File: config.mk
export PLATFORM = sky130hd
export DESIGN_NAME = tdf_start_slot
export DESIGN_NICKNAME = d
export VERILOG_FILES = /design/src/design/tdf_pkg.sv /design/src/design/tdf_start_slot.sv
export SDC_FILE = /design/constraint.sdc
export NUM_CORES = 1
export LEC_CHECK = 0
export ABC_AREA = 1
export BUFFER_PORTS_ARGS = -buffer_cell sky130_fd_sc_hd__clkbuf_2
export CORE_UTILIZATION = 38
export DETAILED_ROUTE_END_ITERATION = 7
export GPL_TIMING_DRIVEN = 1
export PLACE_DENSITY = 0.74
export SLEW_MARGIN = 5
export SYNTH_ARGS = -nofsm -noshare
export SYNTH_HDL_FRONTEND = slang
export SYNTH_SLANG_ARGS = --single-unit
File: constraint.sdc
create_clock -name clk -period 1 [get_ports clk]
set_input_delay 0.05 -clock clk [delete_from_list [all_inputs] [get_ports clk]]
set_output_delay 0.05 -clock clk [all_outputs]
set_load 0.01 [all_outputs]
File: src/design/tdf_pkg.sv
// ----------------------------------------------------------------------------
// tdf_pkg
// Shared types and constants for the timed duplicate filter: field widths,
// slot word layout, opcodes, controller states and register map.
// ----------------------------------------------------------------------------
package tdf_pkg;

  localparam int TDF_TABLE_SLOTS = 64;

  localparam int SRC_W  = 15;
  localparam int KEY_W  = 32;
  localparam int TIME_W = 32;
  localparam int WIN_W  = 8;

  localparam logic [WIN_W-1:0] WINDOW_RESET = 8'd2;

  // APB map: one 32-bit register per word.
  localparam int PADDR_W   = 3;
  localparam int PDATA_W   = 32;
  localparam int REG_IDX_W = PADDR_W - 2;
  localparam logic [REG_IDX_W-1:0] REG_WINDOW = '0;

  typedef enum logic {
    OP_CHECK  = 1'b0,
    OP_RECORD = 1'b1
  } op_t;

  typedef enum logic [2:0] {
    ST_CLEAR,
    ST_IDLE,
    ST_HASH,
    ST_PROBE,
    ST_RESULT
  } state_t;

  typedef struct packed {
    logic              valid;
    logic [SRC_W-1:0]  src;
    logic [KEY_W-1:0]  seq;
    logic [TIME_W-1:0] stamp;
  } slot_word_t;

endpackage

File: src/design/tdf_start_slot.sv
// ----------------------------------------------------------------------------
// tdf_start_slot
// Key mod TABLE_SLOTS by reciprocal multiplication, then remainder by multiply-back.
// ----------------------------------------------------------------------------
module tdf_start_slot #(
  parameter int TABLE_SLOTS = tdf_pkg::TDF_TABLE_SLOTS
) (
  input  logic                           clk,
  input  logic                           rst,
  input  logic                           start,
  input  logic [tdf_pkg::KEY_W-1:0]      key,
  output logic                           done,
  output logic [$clog2(TABLE_SLOTS)-1:0] slot
);
  import tdf_pkg::*;

  localparam int IDX_W   = $clog2(TABLE_SLOTS);
  localparam int RECIP_W = KEY_W + 1;
  localparam int PROD_W  = KEY_W + RECIP_W;
  localparam int SHIFT   = KEY_W + IDX_W;
  // ceil(2^SHIFT / TABLE_SLOTS): exact quotient for every KEY_W-bit key
  localparam logic [63:0] RECIP_WIDE =
    ((64'd1 << SHIFT) + 64'(TABLE_SLOTS - 1)) / 64'(TABLE_SLOTS);
  localparam logic [RECIP_W-1:0] RECIP    = RECIP_WIDE[RECIP_W-1:0];
  localparam logic [IDX_W-1:0]   SLOTS_LO = IDX_W'(TABLE_SLOTS);

  logic [KEY_W-1:0]   key_q;
  logic [PROD_W-1:0]  prod;
  logic [IDX_W-1:0]   quot_lo;
  logic [IDX_W-1:0]   key_lo;
  logic [2*IDX_W-1:0] back;
  logic [IDX_W-1:0]   rem;
  logic               stage1;
  logic               stage2;

  // Quotient from the reciprocal; the remainder only needs its low bits.
  assign prod = key_q * RECIP;
  assign back = quot_lo * SLOTS_LO;

  always_ff @(posedge clk) begin
    if (rst) begin
      stage1 <= 1'b0;
      stage2 <= 1'b0;
      done   <= 1'b0;
    end else begin
      stage1 <= start;
      stage2 <= stage1;
      done   <= stage2;
    end
  end

  always_ff @(posedge clk) begin
    if (start) begin
      key_q <= key;
    end
    if (stage1) begin
      quot_lo <= prod[SHIFT +: IDX_W];
      key_lo  <= key_q[IDX_W-1:0];
    end
    if (stage2) begin
      rem <= key_lo - back[IDX_W-1:0];
    end
  end

  assign slot = rem;

endmodule

======== Yosys cells after proc, flatten, opt, wreduce, memory -nomap -nowiden ========
Index checks and enable logic that the tools add are counted.
Widths: inputs -> output; s select.
storage, ports and cells
  bits in registers ....................... 21
  bits of input ports ..................... 35

======== Longest topological paths before layout ========
Gate-level depths: netlist (run 1).
  word-level depth ........................ 0
  depth in mapped cells ................... 2
  depth with buffers taken out ............ 2

======== Worst setup path before layout (run 1) ========
No wires, ideal clock.
  kind .................................... flip-flop to flip-flop
  start ................................... register stage1
  end ..................................... register key_lo[0], enable pin
  data arrival time ....................... 0.413 ns
  data required time ...................... 0.678 ns
  slack ................................... 0.264 ns
  stages on the path, launching flop included .. 1
  buffers on the path ..................... 0
  clock period less this slack ............ 0.736 ns
  cell sequence ........................... dfxtp_1
RTL lines
  element                 RTL line              source
  from (decl)             tdf_start_slot.sv:33  logic stage1;
  from (signal assigned)  tdf_start_slot.sv:46  stage1 <= start;
  to (signal assigned)    tdf_start_slot.sv:58  key_lo <= key_q[IDX_W-1:0];
  to (decl)               tdf_start_slot.sv:30  logic [IDX_W-1:0] key_lo;
No word-level cell between the ends.

======== Worst setup path in the final report (run 1) ========
  start ................................... register rem[0] (netlist: slot[0])
  end ..................................... output slot[0]
RTL lines
  element                 RTL line              source
  from (decl)             tdf_start_slot.sv:32  logic [IDX_W-1:0] rem;
  from (signal assigned)  tdf_start_slot.sv:61  rem <= key_lo - back[IDX_W-1:0];
  to (decl)               tdf_start_slot.sv:13  output logic [$clog2(TABLE_SLOTS)-1:0] slot
No word-level cell between the ends.

==> metrics.md, run 1 <==
| Metric | Value |
|---|---|
| Status | finished clean |
| Fmax | 1180 MHz |
| Placed insts | a little under 60 |
| Post-Syn Area per Cell | 23.1 um^2 |
| Std-Cell Core Area | between 0.0015 and 0.002 mm^2 |
| Nets | approximately 90 |
| Hold Path Class | input pin to register |
| Critical Path RT | 0.95 ns |
| Worst skew pair latency | 0.29 ns |
| First DRT Iteration DRCs | 2 |
| Crit Path Class | register to output pin |
| Worst path bufs/invs | 1 |
| Hold_buf cts | 7 |
| Count of final setup violators | 0 |
| Fillcell total | 123 |
| Post-CTS setup buffer count | 0 |
| FP Rows | 14 |
| Critical path's slowest cell | edfxtp_1 |
| Distinct cells, synth | 4 |
| Slew headroom | ~81% |
| Pins over their slew limit | 0 |
| Port Buffers | 15 |
| Tmin final | approximately 0.84 ns |
| H-tree levels | 1 |
| Share of cells above drive strength 1 | between 30% and 40% |
| Non-filler cells, final | 69 |
| Antenna cells | 0 |
| Clk buf depth | 2 |
| Drt first pass iters | 3 |
| PostCTS Resize Cnt | 0 |
| Synthesized net count | between 60 and 70 |
| Via count | roughly 300 |
| Worst-path clk slew | around 0.11 ns |
| Worst Path Arrival | roughly 0.8 ns |
| Initial Util | 40.9% |
| Final hold vios | 0 |
| Placer Congestion | 0.627 |
| Die area | 0.00181 mm^2 |
| Die Y-Extent | 42.5 um |
| Measured slew at the worst slew-check pin | 0.279 ns |
| Die width | 42.5 um |
| Critical Path Source Type | register |
| Clock skew | 0.00680 ns |
| WL final | between 700 and 800 um |
| Setup crit end kind | output pin |
| Place WS | roughly 0.21 ns |
| Area of the multi-input gates | 11.3 um^2 |
| Synthesis-to-layout area growth | 30.7% |
| Sink Count | 21 |
| Yosys reg bits | 21 |
| Vias in the first global route | 310 |
| Static Leak | approximately 0.32 nW |
| GRT Total Usage | 9.00% |
| Yosys warning total | 0 |
| Cells after Synth | 27 |
| # IOs | 42 |
| Critical-path cell list | clkbuf_2 |
| First-pass GRT wire length | 1.13 mm |
| Worst path max stage delay | ~0.37 ns |
| Max_cap viols | 0 |
| CP top delay family | flip-flops |
| DRC Markers | 0 |
| Power per cell area | 1790 mW/mm^2 |
| Finished Cell Area | 815 um^2 |
| RSZ-0062 raised after global routing | no |
| Clk root buf | clkbuf_4 |
| Final WS setup | between 0.15 and 0.2 ns |
| Total Neg Setup Slack | 0 ns |
| Total gr overflow | 0 |
| Routed length per placed instance | 10.7 um |
| Cts bufs inserted | 3 |
| Post-route antenna net violation count | 0 |
| Largest net degree at the start of global routing | 12 |
| Crit Path Max Fanout | 1 |
| Period utilization | 84.4% |
| DR vias/cell | 4.30 |
| VDD IR max | 0.966 mV |
| Cell Area, Placed | 718 um^2 |
| Initial antenna violation count | 0 |
| CTS tree | yes |
| Register area | 601 um^2 |
| Sequential area share after synthesis | 96.4% |
| Mapped Area | 623 um^2 |
-- cell type report --
type	instances	area share, %
Sequential cell	21	73.7
Timing Repair Buffer	22	17.8
Clock buffer	4	3.23
Tap cell	16	2.46
Multi-Input combinational cell	3	1.38
Inverter	3	1.38
-- report_power, final --
part / internal (mW) / leakage (nW) / switching (mW)
Clock: 0.155 / 0.0150 / 0.221
Combinational: 0.0354 / 0.108 / 0.0216
Sequential: 1.01 / 0.195 / 0.0192
Total: 1.20 / 0.318 / 0.262
-- logic make-up (layout without fill, tap and decap cells) --
| logic type | after synthesis | after routing | synth area share [%] |
|---|---|---|---|
| buf+inv | 3 | 29 | 1.81 |
| flops | 21 | 21 | 96.4 |
| simple gates | 3 | 3 | 1.81 |
-- cells in the mapped netlist, drive strengths merged --
| master | n | share of area, % |
|---|---|---|
| edfxtp | 18 | 87 |
| nor2 | 3 | 1.8 |
| inv | 3 | 1.8 |
| dfxtp | 3 | 9.6 |
-- state kept, by name (all words and copies together) (netlist names) --
name,cells
key_q,6
key_lo,6
done,1
slot,6
stage2,1
stage1,1
-- worst paths after layout --
path / cells after the start / start / endpoint / slack (ns)
max: 1 / slot[0] / slot[0] / 0.16
min: 3 / start / stage1 / 0.04
max reg2reg: 0 / stage1 / key_lo[3] / 0.19
min reg2reg: 0 / key_q[4] / key_lo[4] / 0.43
-- cell usage in the layout, fill, tap and decap left out, drive strengths merged --
master       instances
edfxtp              18
dlygate4sd3          7
dfxtp                3
nor2                 3
clkbuf              19
inv                  3
-- routing by layer --
metal | up-vias | track usage (%) | part of all wire, %
met4 | 0 | 5.63 | 0
met5 | - | 0 | 0
met3 | 0 | 2.59 | 5.6
met2 | 14 | 17.8 | 58
met1 | 133 | 7.31 | 36
li1 | 150 | - | -
-- stage by stage --
step	hold slack, ns	util, %	power [mW]
after floorplan	0.121	-	1.05
after global placement	0.228	47.1	1.08
after detailed placement	0.230	47.1	1.08
after CTS	0.0441	53.4	1.47
after global routing	0.0704	53.4	1.51
final	0.0362	53.4	1.46
(Power assumes the default switching activity.)
==> inputs of run 2 (changes only) <==
==> constraint.sdc (replaced) <==
create_clock -name clk -period 0.8 [get_ports clk]
set_input_delay 0.04 -clock clk [delete_from_list [all_inputs] [get_ports clk]]
set_output_delay 0.04 -clock clk [all_outputs]
set_load 0.01 [all_outputs]
==> metrics.md, run 2 (synthesized netlist as in run 1, its figures left out) <==
| Metric | Value |
|---|---|
| Status | complete, but fails checks |
| Failing checks | setup timing |
| Power per cell area | 2230 mW/mm^2 |
| Hold EP | stage1 |
| Worst R2R End | key_lo[3] |
| Routed wl met3 | about 40 um |
| Std-Cell Core Area | ~0.0015 mm^2 |
| Hold wc startpoint | start |
| Hold Crit Depth | 3 |
| Path depth of the worst reg2reg path | 0 |
| DR WL met2 | 428 um |
| Largest net degree at the start of global routing | 12 |
| Worst path bufs/invs | 1 |
| WP depth | 1 |
| Clk buf depth | 2 |
| Share of cells above drive strength 1 | 39.6% |
| Via count | ~300 |
| Period utilization | 104% |
| Critical path's slowest cell | edfxtp_1 |
| Worst skew pair latency | 0.29 ns |
| Count of final setup violators | 6 |
| Total Neg Setup Slack | -0.166 ns |
| Cts bufs inserted | 3 |
| # IOs | 42 |
| Hold Path Class | input pin to register |
| Register area | 604 um^2 |
| Sink Count | 21 |
| Core Util, Final | 53.7% |
| Crit Path Max Fanout | 1 |
| Fillcell total | 122 |
| Final WS setup | -0.0338 ns |
| Reg2Reg Setup Slack | 0.08 ns |
| Static Leak | 0.319 nW |
| Final hold vios | 0 |
| Initial antenna violation count | 0 |
| Slew headroom | 89.7% |
| Routed length per placed instance | 10.6 um |
| Most common cell after layout, fill and taps aside | edfxtp_1 |
| Hold Worst Slack | 0.0211 ns |
| Post-CTS setup buffer count | 0 |
| R2r startpoint | stage1 |
| CP top delay family | flip-flops |
| Commonest non-fill, non-tap cells in the layout | edfxtp_1 (18), clkbuf_2 (15), dlygate4sd3_1 (7) |
| Critical Path RT | 0.76 ns |
| Die area | around 0.0018 mm^2 |
| Post-route antenna net violation count | 0 |
| Max layer used | met3 |
| Tmin final | ~0.83 ns |
| Antenna cells | 0 |
| DRC Markers | 0 |
| Clk root buf | clkbuf_4 |
| VDD IR max | between 1 and 1.5 mV |
| CTS tree | yes |
| Area of the multi-input gates | about 11 um^2 |
| Critical-path cell list | clkbuf_2 |
| FP Rows | 14 |
| Placer Congestion | 0.627 |
| Drt first pass iters | 2 |
| H-tree levels | 1 |
| Total gr overflow | 0 |
| Critical Path Source Type | register |
| Measured slew at the worst slew-check pin | 0.155 ns |
| First DRT Iteration DRCs | 2 |
| Fmax | 1200 MHz |
| DR vias/cell | between 4 and 5 |
| Worst Path Arrival | 0.79 ns |
| Vias in the first global route | just over 300 |
| Setup crit end kind | output pin |
| Crit Path Class | register to output pin |
| Worst path max stage delay | roughly 0.37 ns |
| Met1 WL | 263 um |
| Initial Util | just over 40% |
| Clock skew | 0.00667 ns |
| Nets | 89 |
| Synthesis-to-layout area growth | 31.3% |
| Worst-path clk slew | 0.11 ns |
| First-pass GRT wire length | 1.13 mm |
| WL final | 733 um |
| Pins over their slew limit | 0 |
| RSZ-0062 raised after global routing | yes |
| Port Buffers | 15 |
| GRT Total Usage | 9.00% |
| Die width | 42.5 um |
| Max_cap viols | 0 |
| Die Y-Extent | 42.5 um |
| Setup crit start | slot[0] |
-- run 2: cell counts in the layout (fill, tap and decap cells not counted) --
No cell type changed its count.
-- run 2: per-layer routing --
| layer | GRT usage [%] | vias up |
|---|---|---|
| li1 | - | 149 |
| met1 | 7.31 | 134 |
| met2 | 17.8 | 14 |
| met3 | 2.59 | 0 |
| met4 | 5.63 | 0 |
| met5 | 0 | - |
-- run 2: layout make-up --
type                            count  area share, %
Clock buffer                        4           3.21
Inverter                            3           1.38
Tap cell                           16           2.45
Multi-Input combinational cell      3           1.38
Sequential cell                    21           73.9
Timing Repair Buffer               22           17.7
-- run 2: how the worst max path moves through the flow --
| stage | endpoint | slack, ns |
|---|---|---|
| 6_report | slot[0] | -0.03 |
| 5_1_grt | slot[5] | -0.08 |
| 4_1_cts | slot[1] | -0.05 |
| 3_3_place_gp | slot[2] | 0.03 |
| 3_5_place_dp | slot[3] | 0.008 |
| 2_1_floorplan | key_lo[0] | 0.06 |
-- run 2: stage by stage --
stage / area [um^2] / worst slack [ns] / power, mW / cells
final: 818 / -0.0338 / 1.83 / 69
after global routing: 818 / -0.0796 / 1.89 / 69
after CTS: 816 / -0.0511 / 1.84 / 69
after detailed placement: 718 / 0.00800 / 1.36 / 58
after global placement: 718 / 0.0325 / 1.35 / 58
after floorplan: 623 / 0.0643 / 1.31 / 27
-- run 2: power breakdown --
part	switching (mW)	internal (mW)	total, mW
clock	0.276	0.194	0.469
combinational	0.0272	0.0442	0.0715
sequential	0.0241	1.26	1.29
-- run 2: timing repair --
action	CTS	global route
resized for setup	1	2
hold endpoints to repair	9	0
endpoints found under the setup margin	12	13
gates cloned	0	0
hold buffers	7	0
==> inputs of run 3 (changes only) <==
--- a/config.mk
+++ b/config.mk
@@ -11,6 +11,7 @@
 export DETAILED_ROUTE_END_ITERATION = 7
 export GPL_TIMING_DRIVEN = 1
 export PLACE_DENSITY = 0.74
+export RECOVER_POWER = 100
 export SLEW_MARGIN = 5
 export SYNTH_ARGS = -nofsm -noshare
 export SYNTH_HDL_FRONTEND = slang
==> metrics.md, run 3 (synthesized netlist as in run 1, its figures left out) <==
| Metric | Value |
|---|---|
| Status | complete, but fails checks |
| Failing checks | setup timing |
| Count of final setup violators | 6 |
| Synthesis-to-layout area growth | 30.9% |
| Die Y-Extent | 42.5 um |
| First DRT Iteration DRCs | 1 |
| DRC Markers | 0 |
| Drt first pass iters | 2 |
| Logic gate share of total power | 3.8% |
| Nets | 89 |
| Switching fraction of total power | about 18% |
| Critical Path RT | 0.76 ns |
| Clk buf depth | 2 |
| First-pass GRT wire length | 1.13 mm |
| Post-route antenna net violation count | 0 |
| Slew headroom | 78.3% |
| H-tree levels | 1 |
| Critical path's slowest cell | edfxtp_1 |
| Cell Area, Placed | 718 um^2 |
| Sink Count | 21 |
| P_sw | 327 uW |
| Clk root buf | clkbuf_4 |
| CTS tree | yes |
| Worst Path Arrival | 0.79 ns |
| Worst path max stage delay | 0.37 ns |
| R2r startpoint | stage1 |
| Worst skew pair latency | 0.29 ns |
| Fmax | 1200 MHz |
| Share of cells above drive strength 1 | 35.8% |
| Initial Util | 40.9% |
| Seq pwr share | 70.4% |
| Hold Crit Depth | 3 |
| Finished Cell Area | 816 um^2 |
| Setup crit end kind | output pin |
| GRT Total Usage | 9.00% |
| Clock skew | 0.00667 ns |
| P_int | 1.50 mW |
| Via count | 297 |
| Std-Cell Core Area | ~0.0015 mm^2 |
| FP Rows | 14 |
| Hold EP | stage1 |
| Reg2Reg Setup Slack | 0.08 ns |
| RSZ-0062 raised after global routing | yes |
| Hold Path Class | input pin to register |
| Final hold vios | 0 |
| VDD IR max | between 1 and 1.5 mV |
| Worst-path clk slew | roughly 0.11 ns |
| Hold wc startpoint | start |
| Non-filler cells, final | 69 |
| Initial antenna violation count | 0 |
| Placer Congestion | 0.627 |
| Power per cell area | 2240 mW/mm^2 |
| Path depth of the worst reg2reg path | 0 |
| Cts bufs inserted | 3 |
| Vias in the first global route | slightly above 300 |
| Worst R2R End | key_lo[3] |
| Static Leak | about 0.31 nW |
| Port Buffers | 15 |
| WP depth | 1 |
| DR vias/cell | 4.30 |
| Commonest non-fill, non-tap cells in the layout | edfxtp_1 (18), clkbuf_2 (13), dlygate4sd3_1 (7) |
| Total Neg Setup Slack | -0.166 ns |
| Routed length per placed instance | 10.7 um |
| CP top delay family | flip-flops |
| Antenna cells | 0 |
| Die width | 42.5 um |
| Core Util, Final | 53.5% |
| Total gr overflow | 0 |
| Largest net degree at the start of global routing | 12 |
| Final WS setup | -0.0338 ns |
| Measured slew at the worst slew-check pin | 0.326 ns |
| Clock network power share | between 20% and 30% |
| Pins over their slew limit | 0 |
| Die area | 0.00181 mm^2 |
| Most common cell after layout, fill and taps aside | edfxtp_1 |
| Period utilization | 104% |
| Max_cap viols | 0 |
| Tmin final | 0.834 ns |
| # IOs | 42 |
| Crit Path Class | register to output pin |
| Placed insts | 58 |
| Crit Path Max Fanout | 1 |
| Setup crit start | slot[0] |
| Critical Path Source Type | register |
| Critical-path cell list | clkbuf_2 |
| WL final | 735 um |
| Worst path bufs/invs | 1 |
run 3: worst max path at each step:
| stage | end | slack, ns |
|---|---|---|
| 2_1_floorplan | key_lo[0] | 0.06 |
| 3_3_place_gp | slot[2] | 0.03 |
| 3_5_place_dp | slot[3] | 0.008 |
| 4_1_cts | slot[1] | -0.05 |
| 5_1_grt | slot[5] | -0.08 |
| 6_report | slot[0] | -0.03 |
run 3: layer usage:
metal	share of wire [%]	wire, um	track usage, %	vias up
met4	0	0	5.63	0
met2	58	427	17.8	14
met1	36	264	7.31	134
met3	5.7	42	2.59	0
li1	-	-	-	149
met5	0	0	0	-
run 3: power by group through the flow:
stage               logic (mW)  clock network (mW)  registers (mW)
finish                  0.0702               0.469            1.29
global route            0.0768               0.519            1.29
CTS                     0.0719               0.487            1.28
detailed placement      0.0456                   0            1.31
global placement        0.0430                   0            1.30
floorplan              0.00447                   0            1.31
run 3: metrics by stage:
stage / total power [mW] / setup WS [ns] / hold slack (ns)
5_1_grt: 1.89 / -0.0796 / 0.108
2_1_floorplan: 1.31 / 0.0643 / 0.111
3_3_place_gp: 1.35 / 0.0325 / 0.218
4_1_cts: 1.84 / -0.0511 / 0.0341
3_5_place_dp: 1.36 / 0.00800 / 0.220
6_report: 1.83 / -0.0338 / 0.0630
run 3: what timing repair did:
item	4_1_cts	5_1_grt
cloned	0	0
endpoints found under the hold margin	9	0
endpoints found under the setup margin	12	13
buffers inserted	0	0
hold buffers	7	0
gates resized for setup	1	2
run 3: layout make-up:
class	instances	area (um^2)
tap	16	20.0
multi-input combinational	3	11.3
inverter	3	11.3
fill	124	708
timing repair buffer	22	143
sequential	21	604
clock buffer	4	26.3
